**src/hdl/pwmt_pkg.sv**
```systemverilog
// package for the four-channel pwm timer: sizes, request codes, word types
`default_nettype none

package pwmt_pkg;

   localparam int RESOLUTION = 1024;
   localparam int CHANNELS   = 4;

   localparam int CNT_W      = $clog2(RESOLUTION);
   localparam int RES_MAX    = RESOLUTION - 1;
   localparam int CSR_IDX_W  = 1;
   localparam int CSR_DATA_W = 16;

   typedef enum logic [2:0] {
      REQ_TICK    = 3'd0,
      REQ_WRITE   = 3'd1,
      REQ_ENABLE  = 3'd2,
      REQ_DISABLE = 3'd3,
      REQ_UPDATE  = 3'd4
   } req_code_type;

   typedef enum logic [CSR_IDX_W-1:0] {
      CSR_PRESCALE_DIV = 1'd0,
      CSR_CHANNEL_MASK = 1'd1
   } csr_index_type;

   typedef struct packed {
      logic [2:0]  req_type;
      logic [1:0]  channel;
      logic [15:0] compare_value;
   } req_word_type;

   typedef struct packed {
      logic [3:0] pwm_out;
      logic [9:0] count_now;
      logic       update_event;
      logic       running;
   } rsp_word_type;

endpackage

`default_nettype wire

```
**src/hdl/four_channel_pwm_timer.sv**
```systemverilog
// four-channel edge-aligned pwm timer top level
//
// Every request word (tick, compare write, enable, disable, forced update)
// is handled in the cycle it is accepted: the timer state updates at that
// edge and the response word is written into a two-word output buffer,
// whose head word drives rsp_data. One request word is accepted per
// cycle for as long as the buffer has room, so the rate is one word per
// cycle whenever the response side keeps taking words; req_ready drops only
// when both buffer words are waiting. Configuration writes are taken every
// cycle (csr_ready is always high) and act on the next request word.
`default_nettype none

module four_channel_pwm_timer (
   input  wire                                 clock,
   input  wire                                 reset,
   input  wire                                 req_valid,
   output logic                                req_ready,
   input  wire  pwmt_pkg::req_word_type        req_data,
   output logic                                rsp_valid,
   input  wire                                 rsp_ready,
   output pwmt_pkg::rsp_word_type              rsp_data,
   input  wire                                 csr_valid,
   output logic                                csr_ready,
   input  wire  [pwmt_pkg::CSR_IDX_W-1:0]      csr_index,
   input  wire  [pwmt_pkg::CSR_DATA_W-1:0]     csr_wdata
);

   localparam int CW = pwmt_pkg::CNT_W;

   logic [15:0]   div_ff;
   logic [3:0]    mask_ff;

   logic [15:0]   psc_ff, psc_in;
   logic [CW-1:0] per_ff, per_in;
   logic [CW-1:0] pre_ff [pwmt_pkg::CHANNELS];
   logic [CW-1:0] pre_in [pwmt_pkg::CHANNELS];
   logic [CW-1:0] act_ff [pwmt_pkg::CHANNELS];
   logic [CW-1:0] act_in [pwmt_pkg::CHANNELS];
   logic          run_ff, run_in;

   logic          upd;
   logic [CW-1:0] sat_val;
   logic [3:0]    lv;
   pwmt_pkg::rsp_word_type result;

   pwmt_pkg::rsp_word_type slot0_ff, slot1_ff;
   logic [1:0]    fill_ff;
   logic          push, pop;

   // configuration
   assign csr_ready = 1'b1;

   always_ff @(posedge clock) begin
      if (reset) begin
         div_ff  <= '0;
         mask_ff <= '0;
      end else if (csr_valid) begin
         unique case (csr_index)
            pwmt_pkg::CSR_PRESCALE_DIV: div_ff  <= csr_wdata;
            pwmt_pkg::CSR_CHANNEL_MASK: mask_ff <= csr_wdata[3:0];
            default: ;
         endcase
      end
   end

   // next timer state
   always_comb begin
      psc_in = psc_ff;
      per_in = per_ff;
      run_in = run_ff;
      upd    = 1'b0;
      for (int i = 0; i < pwmt_pkg::CHANNELS; i++) begin
         pre_in[i] = pre_ff[i];
         act_in[i] = act_ff[i];
      end
      if (32'(req_data.compare_value) > pwmt_pkg::RES_MAX) begin
         sat_val = CW'(pwmt_pkg::RES_MAX);
      end else begin
         sat_val = CW'(req_data.compare_value);
      end
      case (req_data.req_type)
         pwmt_pkg::REQ_TICK: begin
            if (run_ff) begin
               if (psc_ff >= div_ff) begin
                  psc_in = '0;
                  if (32'(per_ff) >= pwmt_pkg::RES_MAX) begin
                     per_in = '0;
                     upd    = 1'b1;
                     for (int i = 0; i < pwmt_pkg::CHANNELS; i++) begin
                        act_in[i] = pre_ff[i];
                     end
                  end else begin
                     per_in = per_ff + CW'(1);
                  end
               end else begin
                  psc_in = psc_ff + 16'd1;
               end
            end
         end
         pwmt_pkg::REQ_WRITE: begin
            for (int i = 0; i < pwmt_pkg::CHANNELS; i++) begin
               if (req_data.channel == 2'(i)) begin
                  pre_in[i] = sat_val;
               end
            end
         end
         pwmt_pkg::REQ_ENABLE: begin
            run_in = 1'b1;
         end
         pwmt_pkg::REQ_DISABLE: begin
            run_in = 1'b0;
            for (int i = 0; i < pwmt_pkg::CHANNELS; i++) begin
               pre_in[i] = '0;
            end
         end
         pwmt_pkg::REQ_UPDATE: begin
            psc_in = '0;
            per_in = '0;
            upd    = 1'b1;
            for (int i = 0; i < pwmt_pkg::CHANNELS; i++) begin
               act_in[i] = pre_ff[i];
            end
         end
         default: ;
      endcase
   end

   // output levels after the word
   always_comb begin
      lv = '0;
      for (int i = 0; i < pwmt_pkg::CHANNELS; i++) begin
         lv[i] = run_in && mask_ff[i] && (per_in < act_in[i]);
      end
      result.pwm_out      = lv;
      result.count_now    = 10'(per_in);
      result.update_event = upd;
      result.running      = run_in;
   end

   assign push = req_valid && req_ready;
   assign pop  = rsp_valid && rsp_ready;

   always_ff @(posedge clock) begin
      if (reset) begin
         psc_ff <= '0;
         per_ff <= '0;
         run_ff <= 1'b0;
         for (int i = 0; i < pwmt_pkg::CHANNELS; i++) begin
            pre_ff[i] <= '0;
            act_ff[i] <= '0;
         end
      end else if (push) begin
         psc_ff <= psc_in;
         per_ff <= per_in;
         run_ff <= run_in;
         for (int i = 0; i < pwmt_pkg::CHANNELS; i++) begin
            pre_ff[i] <= pre_in[i];
            act_ff[i] <= act_in[i];
         end
      end
   end

   // two-word response buffer
   assign req_ready = (fill_ff != 2'd2);
   assign rsp_valid = (fill_ff != 2'd0);
   assign rsp_data  = slot0_ff;

   always_ff @(posedge clock) begin
      if (reset) begin
         fill_ff <= 2'd0;
      end else if (push && !pop) begin
         fill_ff <= fill_ff + 2'd1;
      end else if (pop && !push) begin
         fill_ff <= fill_ff - 2'd1;
      end
   end

   always_ff @(posedge clock) begin
      if (pop) begin
         if (push && fill_ff == 2'd1) begin
            slot0_ff <= result;
         end else begin
            slot0_ff <= slot1_ff;
         end
         if (push && fill_ff == 2'd2) begin
            slot1_ff <= result;
         end
      end else if (push) begin
         if (fill_ff == 2'd0) begin
            slot0_ff <= result;
         end else begin
            slot1_ff <= result;
         end
      end
   end

endmodule

`default_nettype wire

```
**config.mk**
```make
export PLATFORM = sky130hd
export DESIGN_NAME = four_channel_pwm_timer
export DESIGN_NICKNAME = d
export VERILOG_FILES = /design/src/hdl/pwmt_pkg.sv /design/src/hdl/four_channel_pwm_timer.sv
export SDC_FILE = /design/constraint.sdc
export NUM_CORES = 1
export LEC_CHECK = 0
export BUFFER_PORTS_ARGS = -buffer_cell sky130_fd_sc_hd__buf_2
export CAP_MARGIN = 15
export CORE_MARGIN = 5
export CORE_UTILIZATION = 57
export CTS_BUF_LIST = sky130_fd_sc_hd__clkbuf_4 sky130_fd_sc_hd__clkbuf_8
export CTS_CLUSTER_DIAMETER = 30
export DETAILED_ROUTE_END_ITERATION = 8
export PLACE_DENSITY = 0.85
export SLEW_MARGIN = 15
export SYNTH_ARGS = -nofsm -noshare
export SYNTH_HDL_FRONTEND = slang
export SYNTH_SLANG_ARGS = --single-unit
```
**constraint.sdc**
```tcl
create_clock -name clock -period 10 [get_ports clock]
set_clock_uncertainty 0.15 [all_clocks]
set_input_delay 0.5 -clock clock [delete_from_list [all_inputs] [get_ports clock]]
set_output_delay 0.5 -clock clock [all_outputs]
set_load 0.01 [all_outputs]
```
==> flow_summary_export.csv <==
group,metric,value,unit
yosys,synth_edf_count,112,
grt,grt_max_degree,40,
clocking,cts_resized,0,
floorplan,rows,44,
placed_design,port_buffers,60,
floorplan,dieArea,0.0171,mm²
clocking,clkSinkCount,161,
clocking,cts_setup_buffers,0,
critical_path,reg2reg_depth,16,
critical_path,timing.rr.end,"rsp_data[15]$_DFFE_PP_",
outcome,status,"finished clean",
routing,vias_per_cell,6.02,
yosys,syn-cell-area,0.00829,mm²
sta,tightest_slew,1.05,ns
grt,grt_use_total,23.1,%
floorplan,die_width,131,µm
floorplan,core_area,0.0144,mm²
yosys,ys_warn_count,0,
yosys,synth_nets,874,
routing,vias,6132,
sta,relSlewSlack,29.8,%
pwr,irDropWorstVdd,135,µV
placed_design,placed_cell_area,0.00870,mm²
yosys,synth.area.top_cells,"edfxtp_1 (41%), dfxtp_1 (12%), ha_1 (8.9%)",
yosys,avgSynthCellArea,10.7,µm²
grt,antenna_found_initial,0,
min_path,min_to,"div_ff[15]$_SDFFE_PP0P_",
min_path,holdPathStages,3,
clocking,h-tree-depth,4,
floorplan,initial_utilization,57.5,%
grt,grt_pass1_wl,30000,µm
yosys,synthCells,772,
layout,layoutNonFillerInstCount,1019,
sta,tns,0,ns
routing,drt-pass1-iter-count,7,
min_path,min-delay-start,"csr_wdata[15]",
min_path,min_path_type,"input port to flip-flop",
yosys,synth_top_area_cell,"edfxtp_1",
sta,rsz0062_at_grt,"false",
floorplan,io_pins,62,
yosys,synthArstFlopShare,0,%
clocking,clk_latency,0.48,ns
grt,grt_pass1_vias,5818,
routing,wl,18900,µm
yosys,synthDistinctLibCells,62,
placed_design,hpwl,13200,µm
clocking,cts_max_path_buffers,2,
clocking,clkTransAtPathRegs,0.09,ns
placed_design,placedCellCount,988,
yosys,ys_seq_area_share,52.4,%
sta,period_share,46.9,%
clocking,ctsHoldBuffers,0,
routing,wire_per_inst,18.5,µm
routing,drc,0,
placed_design,place.gp.congestion,0.904,
routing,dr.first_iter.drc_count,680,
pwr,power_density,191,mW/mm²
yosys,ys_ff_latch,161,
critical_path,r2r_start,"psc_ff[0]$_SDFFE_PP0P_",
critical_path,cp-end-kind,"flip-flop",
grt,grt_overflow,0,
job,max_cap_viol_count,0,
clocking,numCtsBuffers,17,
layout,final_common_cell,"edfxtp_1",
critical_path,worstSetupPathType,"flip-flop to flip-flop",
critical_path,crit_arrival,4.85,ns
critical_path,crit_fanout,38,
sta,finalHoldViolations,0,
layout,nets,925,
layout,drive_above_1_share,15.2,%
routing,drtAntennaViolNets,0,
sta,finalSetupViolations,0,
pwr,p_leak,3.83,nW
sta,drv_slew,0,
layout,final_area,0.00913,mm²
layout,antennaDiodeCount,0,
yosys,synth_top_flop_cell,"edfxtp_1",
layout,mostFrequentLayoutCells,"edfxtp_1 (112), nand2_1 (93), nor2_1 (85)",
layout,area_delta_synth_final,10.1,%
floorplan,dieHeight,131,µm
yosys,synth_top_cell_area_share,40.5,%
sta,finalCriticalPeriod,4.69,ns
pwr,power,1.75,mW
sta,fmax,0.213,GHz
clocking,cts_tree,"done",
clocking,clockRootBuffer,"clkbuf_8",
critical_path,start_kind,"flip-flop",
critical_path,r2r_slack,5.31,ns
layout,n_fill_cell,1111,
critical_path,crit_required,10.15,ns
==> flip-flops by register name, summed over array words and instances (netlist names) <==
name	count
act_ff	40
pre_ff	40
div_ff	16
psc_ff	16
rsp_data	16
slot1_ff	16
per_ff	10
mask_ff	4
fill_ff	2
run_ff	1
==> through the flow <==
| step | setup slack [ns] | hold WS [ns] | util [%] |
|---|---|---|---|
| after CTS | 5.35 | 0.0866 | 63.3 |
| final | 5.31 | 0.102 | 63.3 |
| after floorplan | 5.98 | 0.282 | - |
| after global routing | 5.06 | 0.101 | 63.3 |
| after global placement | 5.53 | 0.292 | 60.3 |
| after detailed placement | 5.40 | 0.297 | 60.3 |
==> power by group <==
group | switching [mW] | total, mW | internal [mW]
clock | 0.264 | 0.518 | 0.254
sequential | 0.0399 | 0.879 | 0.839
combinational | 0.222 | 0.350 | 0.128
==> cell families (layout without fill, tap and decap cells) <==
kind of cell / Yosys count / in the layout / synth area share [%]
AND/OR/NAND/NOR: 260 / 260 / 14.3
AO/OA/AOI/OAI: 168 / 168 / 13.6
flip-flops: 161 / 161 / 52.4
buffers and inverters: 65 / 128 / 3.54
adder cells (fa/ha/maj): 59 / 59 / 8.90
multiplexers: 39 / 39 / 5.19
XOR/XNOR: 19 / 19 / 2.01
other: 1 / 1 / 0.0452
==> per-layer routing <==
layer / global-route usage (%) / part of all wire (%)
met1: 31.4 / 44
met2: 36.4 / 47
met3: 5.20 / 7.2
met4: 8.95 / 2.3
met5: 0 / 0
==> synthesized netlist by cell type, drive strengths merged (13+ instances only) <==
master  instances
ha             59
nand2          94
nand3          13
clkbuf         27
o21ai          24
mux2i          37
a21oi          51
nand4          13
nor2           85
inv            28
dfxtp          49
edfxtp        112
o21a           25
a21o           14
==> worst max path at each step <==
stage	endpoint	from	slack, ns	cells past startpoint
after floorplan	rsp_data[15]$_DFFE_PP_	psc_ff[0]$_SDFFE_PP0P_	5.98	18
after global placement	rsp_data[15]$_DFFE_PP_	psc_ff[0]$_SDFFE_PP0P_	5.53	16
after detailed placement	rsp_data[14]$_DFFE_PP_	psc_ff[0]$_SDFFE_PP0P_	5.40	16
after CTS	rsp_data[15]$_DFFE_PP_	psc_ff[0]$_SDFFE_PP0P_	5.35	16
after global routing	rsp_data[15]$_DFFE_PP_	psc_ff[0]$_SDFFE_PP0P_	5.06	16
final	rsp_data[15]$_DFFE_PP_	psc_ff[0]$_SDFFE_PP0P_	5.31	16
==> layout make-up <==
cell class	count	area, µm²	area share, %
clock buffer	18	241	2.64
clock inverter	13	178	1.95
inverter	29	109	1.19
multi-input combinational	546	3670	40.2
sequential	161	4340	47.6
tap	184	230	2.52
timing repair buffer	68	360	3.95
==> critical path: stages (launching register included) <==
cell	delay, ns
dfxtp_1	0.40
inv_1	0.06
ha_1	0.26
nand2b_1	0.14
a2111o_1	0.42
a32oi_2	0.37
a211o_2	0.26
and2_4	0.61
mux2i_1	0.31
ha_1	0.28
a21o_1	0.18
a21o_1	0.17
a21o_1	0.18
a21oi_1	0.18
o21a_1	0.19
o21ai_0	0.11
o41ai_2	0.21
No activity file was read; power rests on OpenSTA's default activity.
